### src/hdl/assert_macros.svh
// Assertion helpers included by the top-level RTL file.
`ifndef ASSERT_MACROS_SVH
`define ASSERT_MACROS_SVH

// Check a property on every rising clock edge outside reset.
`define NPP_ASSERT(lbl, clk, rst_n, prop, msg) \
  lbl: assert property (@(posedge clk) disable iff (!rst_n) (prop)) else $error(msg);

// Check a property on every rising clock edge, reset included.
`define NPP_ASSERT_ALWAYS(lbl, clk, prop, msg) \
  lbl: assert property (@(posedge clk) (prop)) else $error(msg);

`endif

### src/hdl/npp_pkg.sv
`timescale 1ns / 1ps
package npp_pkg;

  // Field widths of the stream words.
  localparam int unsigned IN_W       = 20;
  localparam int unsigned RES_W      = 21;
  localparam int unsigned IN_DATA_W  = 64;
  localparam int unsigned OUT_DATA_W = 24;

  // Search sequencer states.
  typedef enum logic [2:0] {
    S_IDLE,
    S_CHECK,
    S_TEST,
    S_DIV,
    S_VERDICT,
    S_FINISH
  } npp_state_e;

  // Status returned by the serial remainder unit.
  typedef struct packed {
    logic done;
    logic zero;
  } npp_div_stat_t;

endpackage

### src/hdl/npp_mod_unit.sv
`timescale 1ns / 1ps
// Bit-serial restoring remainder: one dividend bit per cycle, MSB first.
module npp_mod_unit #(
  parameter int unsigned CW = 21,
  parameter int unsigned DW = 12
) (
  input  logic                   clk_i,
  input  logic                   rst_ni,
  input  logic                   start_i,
  input  logic [CW-1:0]          dividend_i,
  input  logic [DW-1:0]          divisor_i,
  output npp_pkg::npp_div_stat_t stat_o
);
  import npp_pkg::*;

  localparam int unsigned CNT_W = $clog2(CW + 1);

  logic [CW-1:0]    shift_q, shift_d;
  logic [DW-1:0]    rem_q, rem_d;
  logic [CNT_W-1:0] cnt_q, cnt_d;
  logic             busy_q, busy_d;
  logic             done_q, done_d;
  logic [DW:0]      trial;
  logic [DW:0]      reduced;

  // Bring in the next dividend bit and subtract the divisor if it fits.
  assign trial   = {rem_q, shift_q[CW-1]};
  assign reduced = (trial >= {1'b0, divisor_i}) ? (trial - {1'b0, divisor_i}) : trial;

  always_comb begin
    shift_d = shift_q;
    rem_d   = rem_q;
    cnt_d   = cnt_q;
    busy_d  = busy_q;
    done_d  = 1'b0;
    if (start_i) begin
      shift_d = dividend_i;
      rem_d   = '0;
      cnt_d   = CNT_W'(CW);
      busy_d  = 1'b1;
    end else if (busy_q) begin
      shift_d = {shift_q[CW-2:0], 1'b0};
      rem_d   = reduced[DW-1:0];
      cnt_d   = cnt_q - CNT_W'(1);
      if (cnt_q == CNT_W'(1)) begin
        busy_d = 1'b0;
        done_d = 1'b1;
      end
    end
  end

  // Hold control state under reset; data registers run free.
  always_ff @(posedge clk_i or negedge rst_ni) begin
    if (!rst_ni) begin
      busy_q <= 1'b0;
      done_q <= 1'b0;
      cnt_q  <= '0;
    end else begin
      busy_q <= busy_d;
      done_q <= done_d;
      cnt_q  <= cnt_d;
    end
  end

  always_ff @(posedge clk_i) begin
    shift_q <= shift_d;
    rem_q   <= rem_d;
  end

  assign stat_o.done = done_q;
  assign stat_o.zero = (rem_q == '0);

endmodule

### src/hdl/nth_prime_in_progression.sv
`timescale 1ns / 1ps
// One search at a time: a new word is taken only when the sequencer is idle.
// Each odd candidate is tested by trial division, one odd divisor at a time, in the serial
// remainder unit.
// A start at or above the limit passes from the check state straight to the finishing state.
// Reset (rst_ni low, asynchronous) returns the sequencer to idle and drops any pending result.
module nth_prime_in_progression #(
  parameter int unsigned SEARCH_LIMIT = 1000000
) (
  input  logic                               clk_i,
  input  logic                               rst_ni,
  input  logic                               s_axis_tvalid,
  output logic                               s_axis_tready,
  // start_value [19:0], step_value [39:20], ordinal [59:40], zero [63:60]
  input  logic [npp_pkg::IN_DATA_W-1:0]      s_axis_tdata,
  output logic                               m_axis_tvalid,
  input  logic                               m_axis_tready,
  // result_value [20:0], zero [23:21]
  output logic [npp_pkg::OUT_DATA_W-1:0]     m_axis_tdata,
  // found [0]
  output logic                               m_axis_tuser
);
  import npp_pkg::*;
  `include "assert_macros.svh"

  // Candidate stays below limit + step; divisor stays near the square root.
  localparam int unsigned CW = $clog2(SEARCH_LIMIT + (1 << IN_W));
  localparam int unsigned DW = (CW + 1) / 2 + 1;
  localparam int unsigned SW = CW + 1;
  localparam logic [CW-1:0] LIMIT_C = CW'(SEARCH_LIMIT);

  npp_state_e      state_q, state_d;
  logic [CW-1:0]   cand_q, cand_d;
  logic [IN_W-1:0] step_q, step_d;
  logic [IN_W-1:0] want_q, want_d;
  logic [IN_W-1:0] count_q, count_d;
  logic [DW-1:0]   div_q, div_d;
  logic [SW-1:0]   sq_q, sq_d;
  logic            prime_q, prime_d;
  logic            hit_q, hit_d;
  logic            out_valid_q, out_valid_d;
  logic [RES_W-1:0] out_res_q, out_res_d;
  logic            out_found_q, out_found_d;

  logic            in_fire;
  logic            out_free;
  logic            div_start;
  logic [IN_W-1:0] count_inc;
  logic            at_limit;
  logic            sq_over;
  npp_div_stat_t   div_stat;

  assign in_fire   = s_axis_tvalid && s_axis_tready;
  assign out_free  = !out_valid_q || m_axis_tready;
  assign count_inc = count_q + IN_W'(1);
  assign at_limit  = (cand_q >= LIMIT_C);
  assign sq_over   = (sq_q > {1'b0, cand_q});

  // Serial remainder of the candidate by the current trial divisor.
  npp_mod_unit #(
    .CW (CW),
    .DW (DW)
  ) u_mod (
    .clk_i      (clk_i),
    .rst_ni     (rst_ni),
    .start_i    (div_start),
    .dividend_i (cand_q),
    .divisor_i  (div_q),
    .stat_o     (div_stat)
  );

  // Next state.
  always_comb begin
    state_d = state_q;
    unique case (state_q)
      S_IDLE: begin
        if (in_fire) state_d = S_CHECK;
      end
      S_CHECK: begin
        if (at_limit) begin
          state_d = S_FINISH;
        end else if (cand_q < CW'(3) || !cand_q[0]) begin
          state_d = S_VERDICT;
        end else begin
          state_d = S_TEST;
        end
      end
      S_TEST: begin
        state_d = sq_over ? S_VERDICT : S_DIV;
      end
      S_DIV: begin
        if (div_stat.done) state_d = div_stat.zero ? S_VERDICT : S_TEST;
      end
      S_VERDICT: begin
        if (step_q == '0) begin
          state_d = S_FINISH;
        end else if (prime_q && want_q != '0 && count_inc == want_q) begin
          state_d = S_FINISH;
        end else begin
          state_d = S_CHECK;
        end
      end
      S_FINISH: begin
        if (out_free) state_d = S_IDLE;
      end
      default: state_d = S_IDLE;
    endcase
  end

  // Handshake and unit control.
  always_comb begin
    s_axis_tready = 1'b0;
    div_start     = 1'b0;
    unique case (state_q)
      S_IDLE:  s_axis_tready = 1'b1;
      S_TEST:  div_start     = !sq_over;
      default: ;
    endcase
  end

  // Datapath updates per state.
  always_comb begin
    cand_d      = cand_q;
    step_d      = step_q;
    want_d      = want_q;
    count_d     = count_q;
    div_d       = div_q;
    sq_d        = sq_q;
    prime_d     = prime_q;
    hit_d       = hit_q;
    out_res_d   = out_res_q;
    out_found_d = out_found_q;
    out_valid_d = out_valid_q && !m_axis_tready;
    unique case (state_q)
      S_IDLE: begin
        if (in_fire) begin
          cand_d  = CW'(s_axis_tdata[IN_W-1:0]);
          step_d  = s_axis_tdata[2*IN_W-1:IN_W];
          want_d  = s_axis_tdata[3*IN_W-1:2*IN_W];
          count_d = '0;
          hit_d   = 1'b0;
        end
      end
      S_CHECK: begin
        if (at_limit) begin
          hit_d = 1'b0;
        end else if (cand_q < CW'(2)) begin
          prime_d = 1'b0;
        end else if (cand_q == CW'(2)) begin
          prime_d = 1'b1;
        end else if (!cand_q[0]) begin
          prime_d = 1'b0;
        end else begin
          div_d = DW'(3);
          sq_d  = SW'(9);
        end
      end
      S_TEST: begin
        if (sq_over) prime_d = 1'b1;
      end
      S_DIV: begin
        if (div_stat.done) begin
          if (div_stat.zero) begin
            prime_d = 1'b0;
          end else begin
            // (d + 2)^2 = d^2 + 4d + 4
            div_d = div_q + DW'(2);
            sq_d  = sq_q + SW'({div_q, 2'b00}) + SW'(4);
          end
        end
      end
      S_VERDICT: begin
        if (step_q == '0) begin
          hit_d = prime_q;
        end else begin
          if (prime_q) count_d = count_inc;
          if (prime_q && want_q != '0 && count_inc == want_q) begin
            hit_d = 1'b1;
          end else begin
            cand_d = cand_q + CW'(step_q);
          end
        end
      end
      S_FINISH: begin
        if (out_free) begin
          out_valid_d = 1'b1;
          out_res_d   = cand_q[RES_W-1:0];
          out_found_d = hit_q;
        end
      end
      default: ;
    endcase
  end

  // Clear control state on reset.
  always_ff @(posedge clk_i or negedge rst_ni) begin
    if (!rst_ni) begin
      state_q     <= S_IDLE;
      out_valid_q <= 1'b0;
    end else begin
      state_q     <= state_d;
      out_valid_q <= out_valid_d;
    end
  end

  always_ff @(posedge clk_i) begin
    cand_q      <= cand_d;
    step_q      <= step_d;
    want_q      <= want_d;
    count_q     <= count_d;
    div_q       <= div_d;
    sq_q        <= sq_d;
    prime_q     <= prime_d;
    hit_q       <= hit_d;
    out_res_q   <= out_res_d;
    out_found_q <= out_found_d;
  end

  assign m_axis_tvalid = out_valid_q;
  assign m_axis_tdata  = OUT_DATA_W'(out_res_q);
  assign m_axis_tuser  = out_found_q;

  // A division starts only while the divisor square still fits the candidate.
  `NPP_ASSERT(a_div_in_range, clk_i, rst_ni, div_start |-> (sq_q <= {1'b0, cand_q}), "past root")
  // Trial divisors stay odd.
  `NPP_ASSERT(a_div_odd, clk_i, rst_ni, (state_q == S_TEST) |-> div_q[0], "even trial divisor")
  // A new result word appears only out of the finishing state.
  `NPP_ASSERT(a_out_src, clk_i, rst_ni, $rose(m_axis_tvalid) |-> ($past(state_q) == S_FINISH), "stray result")

endmodule

### config.mk
export PLATFORM = sky130hd
export DESIGN_NAME = nth_prime_in_progression
export DESIGN_NICKNAME = d
export VERILOG_FILES = /design/src/hdl/npp_pkg.sv /design/src/hdl/npp_mod_unit.sv /design/src/hdl/nth_prime_in_progression.sv
export VERILOG_INCLUDE_DIRS = /design/src /design/src/hdl
export SDC_FILE = /design/constraint.sdc
export NUM_CORES = 1
export LEC_CHECK = 0
export ABC_AREA = 0
export BUFFER_PORTS_ARGS = -buffer_cell sky130_fd_sc_hd__buf_2
export CORE_ASPECT_RATIO = 1.75
export CORE_MARGIN = 2
export CORE_UTILIZATION = 50
export DETAILED_ROUTE_END_ITERATION = 16
export PLACE_DENSITY_LB_ADDON = 0.15
export SYNTH_ARGS = -nofsm -noshare
export SYNTH_HDL_FRONTEND = slang
export SYNTH_SLANG_ARGS = --single-unit
### constraint.sdc
create_clock -name clk_i -period 3.6 [get_ports clk_i]
set_input_delay 0.18 -clock clk_i [delete_from_list [all_inputs] [get_ports clk_i]]
set_output_delay 0.18 -clock clk_i [all_outputs]
set_load 0.01 [all_outputs]
==> results_dict.tcl, run 1 <==
set metrics [dict create \
    outcome "complete, no violations" \
    rsz0062_at_grt "false" \
    p_sw_share_pct 39.5 \
    coreArea_um2 20800 \
    worstPathMaxFanout 5 \
    synth_cell_types 75 \
    clk_pin_slew_worst_paths_ns 0.08 \
    p_per_area_nw_per_um2 793 \
    synth-seq-area-share_pct 49.5 \
    drive_gt1_share_pct 14.7 \
    placed_cell_area_um2 11300 \
    cts_buffers 17 \
    netlist.area_leader.share_pct 44.6 \
    gr-total-overflow 0 \
    fin_skew_ns 0.0130 \
    max_cap_violations 0 \
    wirelength_um 24900 \
    wl_per_cell_um 17.8 \
    netlist_top_cells_area "edfxtp_1 45%, ha_1 9.0%, xnor2_1 3.6%" \
    start_kind "flop" \
    syn_avg_cell_area_um2 10.6 \
    p_switching_mw 3.86 \
    dp_hpwl_um 18400 \
    area_growth_syn_to_layout_pct 17.3 \
    period_share_pct 92.3 \
    comb_power_share_pct 42.2 \
    setup_viol 0 \
    cts_max_level 4 \
    cts_tree "built" \
    yosys_most_used_dff "edfxtp_1" \
    clock-root-buffer "clkbuf_16" \
    pre_cts_ws_ns 0.287 \
    synth-edff-count 156 \
    track_usage_pct 22.9 \
    slowest_stage "o41ai_1" \
    maxSlewViolCount 0 \
    grt_max_degree 48 \
    row_count 70 \
    die_h_um 196 \
    p_int_mw 5.92 \
    tightest_slew_ns 1.10 \
    critPathBufInv 1 \
    dieArea_um2 22200 \
    p_leak_nw 5.02 \
    worstPathRequired_ns 3.80 \
    ir_worst_vdd_mv 0.391 \
    p_seq_share_pct 38.1 \
    drc 0 \
    grt_pass1_wl_um 39600 \
    critPathArrivalTime_ns 3.52 \
    netlist_area_um2 10500 \
    ios 95 \
    start_util_pct 50.6 \
    final_nets 1282 \
    io_buffers 87 \
    drt_iter0_drc 376 \
    async_flop_share_pct 6.15 \
    gp_congestion 0.853 \
    ctsLongestPathBuffers 2 \
    relSlewSlack_pct 26.4 \
    ys_seq_elements 179 \
    cpLargestDelayFamily "compound AO/OA/AOI/OAI gates" \
    firstDrtPassIters 5 \
    synth_cells 992 \
    antenna_found_initial 0 \
    crit_chain "ha_1, nand3_1, o211ai_1, o41a_1, a311oi_1, buf_4, o41ai_1, a21oi_1, and4b_1, or3_1" \
    yosysWarnings 0 \
    max_freq_mhz 301 \
    clk-insertion-delay-late_ns 0.45 \
    ant_nets 0 \
    clock-sinks 179 \
    fin_area_um2 12300 \
    synth_top_area_cell "edfxtp_1" \
    slowest_delay_ns 0.57 \
    layout_min_cycle_time_ns 3.32 \
    die_x_um 114 \
    first_global_vias 8004 \
    post_cts_resized 0 \
    cp-end-kind "flop" \
    via_count 7946 \
    holdWs_ns 0.0118 \
    report.final.hold_viol_count 0 \
    fin_ws_ns 0.278 \
    viasPerCell 5.68 \
    fin_setup_tns_ns 0 \
    hp-class "input pin to flop" \
    antenna_cells 0 \
    p_clk_share_pct 19.7 \
    fin_util_pct 59.4 \
    crit_type "flop to flop" \
]
==> metal layers <==
metal	vias to the layer above	routed length (um)	GRT usage (%)
met4	0	1150	12.1
met2	173	13600	42.8
met5	-	0	0
met1	3781	9550	24.2
li1	3921	-	-
met3	71	631	3.49
==> state kept, by name (all words and copies together) (netlist names), 3 cells and up <==
signal,count
sq_q,19
state_q,3
cand_q,21
div_q,11
out_res_q,21
u_mod.cnt_q,5
count_q,20
step_q,20
u_mod.rem_q,12
u_mod.shift_q,21
want_q,20
==> cells in the final DEF, fill, tap and decap left out, types with 13 or more instances in the layout <==
master / Yosys / layout
and3_1: 13 / 13
xor2_1: 37 / 37
nand2_1: 91 / 90
edfxtp_1: 156 / 156
o21ai_0: 70 / 70
nor4_1: 22 / 22
a21oi_1: 56 / 55
ha_1: 76 / 76
dlygate4sd3_1: 0 / 42
inv_1: 60 / 60
nor3_1: 29 / 28
clkbuf_16: 0 / 17
nand3_1: 26 / 26
nor2_1: 93 / 93
xnor2_1: 43 / 43
buf_4: 5 / 26
buf_2: 0 / 87
==> path summary, 6_finish.rpt <==
check                                  from              to  slack [ns]  depth (start not counted)
max                               cand_q[2]      cand_q[19]        0.28                         10
min                        s_axis_tdata[15]      cand_q[15]        0.01                          3
max reg2reg                       cand_q[2]      cand_q[19]        0.28                         10
min reg2reg                           hit_q    m_axis_tuser        0.44                          0
max in group asynchronous            rst_ni  u_mod.cnt_q[4]        3.24                          2
min in group asynchronous            rst_ni    u_mod.done_q        0.16                          2
==> what timing repair did <==
item                                   CTS  global route
hold buffers                            42             0
setup buffers                            0             0
endpoints found under the hold margin   52             0
==> synth_stat cells (26+ instances only) <==
master      n
a21oi_1    56
edfxtp_1  156
ha_1       76
inv_1      60
nand2_1    91
nand3_1    26
nor2_1     93
nor3_1     29
o21ai_0    70
xnor2_1    43
xor2_1     37
==> worst reg2reg max path, cell delays in order (launching register included) <==
cell and delay (ns):
edfxtp_1 0.52, ha_1 0.41, nand3_1 0.09, o211ai_1 0.25, o41a_1 0.23, a311oi_1 0.11
buf_4 0.16, o41ai_1 0.57, a21oi_1 0.18, and4b_1 0.23, or3_1 0.34
==> stage by stage <==
step | instances | power [mW]
floorplan | 994 | 6.71
global placement | 1326 | 7.76
detailed placement | 1326 | 7.85
CTS | 1400 | 9.83
global route | 1400 | 10.5
finish | 1400 | 9.78
==> cell type report <==
type | count | area [um^2]
fill | 1703 | 8430
sequential | 179 | 5200
multi-input combinational | 721 | 4900
timing repair buffer | 156 | 1070
clock buffer | 17 | 425
tap | 252 | 315
inverter | 60 | 225
clock inverter | 15 | 189
==> power by group through the flow <==
stage	sequential, mW	clock, mW	combinational (mW)
2_1_floorplan	3.54	0	3.16
3_3_place_gp	3.76	0	3.99
3_5_place_dp	3.77	0	4.08
4_1_cts	3.73	1.96	4.14
5_1_grt	3.81	2.02	4.66
6_report	3.73	1.93	4.12
==> kinds of logic after synthesis <==
kind of cell / share of synthesized area (%)
buffers and inverters: 4.11
xor gates and xnor gates: 8.04
adders and majority gates: 9.71
other: 0.0357
DFF: 49.5
and+or+nand+nor: 15.8
muxes: 0.571
AOI/OAI and AO/OA: 12.3
(Power assumes the default switching activity.)
==> inputs of run 2 (changes only) <==
Settings changed: CORE_UTILIZATION 50 to 40, SLEW_MARGIN set to 20.
==> run 2 against run 1 <==
Net effect: sequential share of layout area decreased by 0.35 points; core utilization decreased by 11 points; largest cell class unchanged; clock power decreased by 4%; highest routed layer unchanged.
==> results_dict.tcl, run 2 (synthesis results as in run 1) <==
set metrics [dict create \
    start_kind "flop" \
    tightest_slew_ns 0.673 \
    drc 0 \
    p_clk_share_pct 19.1 \
    start_util_pct 40.6 \
    placedCellCount 1395 \
    worstPathRequired_ns 3.80 \
    p_seq_share_pct 38.3 \
    final_cells 1474 \
    antenna_found_initial 0 \
    r2r-end "cand_q[19]" \
    gp_congestion 0.850 \
    worstPathMaxFanout 5 \
    grt_pass1_wl_um 42100 \
    ff2ff_path_depth 10 \
    ios 95 \
    largestRegisters "cand_q x21, out_res_q x21, u_mod.shift_q x21" \
    row_count 78 \
    relSlewSlack_pct 54.8 \
    io_buffers 87 \
    maxSlewViolCount 0 \
    wirelength_um 26100 \
    setup_viol 0 \
    final_cell_mix "156 x edfxtp_1, 93 x nor2_1, 90 x nand2_1" \
    first_global_vias 8203 \
    layout_min_cycle_time_ns 3.30 \
    comb_power_share_pct 42.6 \
    clk-insertion-delay-late_ns 0.45 \
    ctsLongestPathBuffers 2 \
    gr-total-overflow 0 \
    track_usage_pct 19.7 \
    cts_tree "built" \
    ir_worst_vdd_mv 0.406 \
    rsz0062_at_grt "false" \
    via_count 7816 \
    p_switching_mw 3.84 \
    max_freq_mhz 303 \
    clock-root-buffer "clkbuf_16" \
    p_per_area_nw_per_um2 784 \
    r2r_setup_slack_ns 0.30 \
    layout_commonest_cell "edfxtp_1" \
    ant_nets 0 \
    min_from "s_axis_tdata[12]" \
    p_sw_share_pct 39.4 \
    fin_setup_tns_ns 0 \
    dieArea_um2 27600 \
    viasPerCell 5.30 \
    worst_r2r_startpoint "cand_q[2]" \
    crit_type "flop to flop" \
    report.final.hold_viol_count 0 \
    antenna_cells 0 \
    coreArea_um2 25900 \
    clock-sinks 179 \
    critPathArrivalTime_ns 3.50 \
    pre_cts_ws_ns 0.338 \
    outcome "complete, no violations" \
    area_growth_syn_to_layout_pct 18.2 \
    wl_per_cell_um 17.7 \
    die_x_um 127 \
    clk_pin_slew_worst_paths_ns 0.07 \
    p_int_mw 5.90 \
    drt_iter0_drc 301 \
    dp_hpwl_um 19600 \
    fin_skew_ns 0.0103 \
    crit_path_start "cand_q[2]" \
    period_share_pct 91.6 \
    cp-end-kind "flop" \
    drive_gt1_share_pct 14.6 \
    cts_buffers 17 \
    firstDrtPassIters 4 \
    hp-class "input pin to flop" \
    fin_ws_ns 0.302 \
    fin_util_pct 48.1 \
    die_h_um 218 \
    grt_max_degree 41 \
    crit_end "cand_q[19]" \
    max_cap_violations 0 \
    final_nets 1288 \
    cts_max_level 4 \
    p_leak_nw 5.02 \
    post_cts.repair.setup_buffers 0 \
]
run 2: through the flow:
step / hold WS, ns / cell area (um^2) / power [mW]
2_1_floorplan: -0.116 / 10500 / 6.71
3_3_place_gp: 0.0620 / 11400 / 7.85
3_5_place_dp: 0.0648 / 11400 / 7.92
4_1_cts: 0.000392 / 12400 / 9.86
5_1_grt: 0.0147 / 12400 / 10.5
6_report: 0.0101 / 12400 / 9.74
run 2: cell type report:
cell class,instances,area [um^2]
Sequential cell,179,5200
Fill cell,2418,13400
Clock inverter,15,149
Clock buffer,17,425
Tap cell,320,400
Timing Repair Buffer,162,1130
Multi-Input combinational cell,721,4900
Inverter,60,225
run 2: worst min path at each step:
stage,cells past startpoint,slack (ns),to
6_report,2,0.01,cand_q[12]
2_1_floorplan,0,-0.12,m_axis_tvalid
3_5_place_dp,1,0.06,u_mod.cnt_q[2]
5_1_grt,3,0.01,cand_q[3]
3_3_place_gp,1,0.06,u_mod.cnt_q[0]
4_1_cts,2,0.0004,cand_q[12]
run 2: timing repair:
item,CTS,global route
setup endpoints to repair,0,0
hold endpoints to repair,57,0
hold buffers,47,0
resized for setup,0,0
run 2: worst max-delay path, stage by stage, from the launching register on:
cell      delay, ns
edfxtp_1       0.52
ha_1           0.41
nand3_1        0.09
o211ai_1       0.25
o41a_1         0.23
a311oi_1       0.12
buf_4          0.16
o41ai_1        0.56
a21oi_1        0.17
and4b_1        0.22
or3_1          0.33
run 2: power groups by stage:
| stage | clock (mW) | sequential [mW] | combinational, mW |
|---|---|---|---|
| finish | 1.86 | 3.74 | 4.15 |
| global route | 1.98 | 3.83 | 4.74 |
| CTS | 1.91 | 3.75 | 4.20 |
| detailed placement | 0 | 3.79 | 4.13 |
| global placement | 0 | 3.78 | 4.07 |
| floorplan | 0 | 3.54 | 3.16 |
run 2: metal layers:
| layer | GRT usage, % | wire, um |
|---|---|---|
| met4 | 8.17 | 824 |
| met1 | 21.1 | 9830 |
| met2 | 37.6 | 14700 |
| met3 | 3.26 | 747 |
| met5 | 0 | 0 |
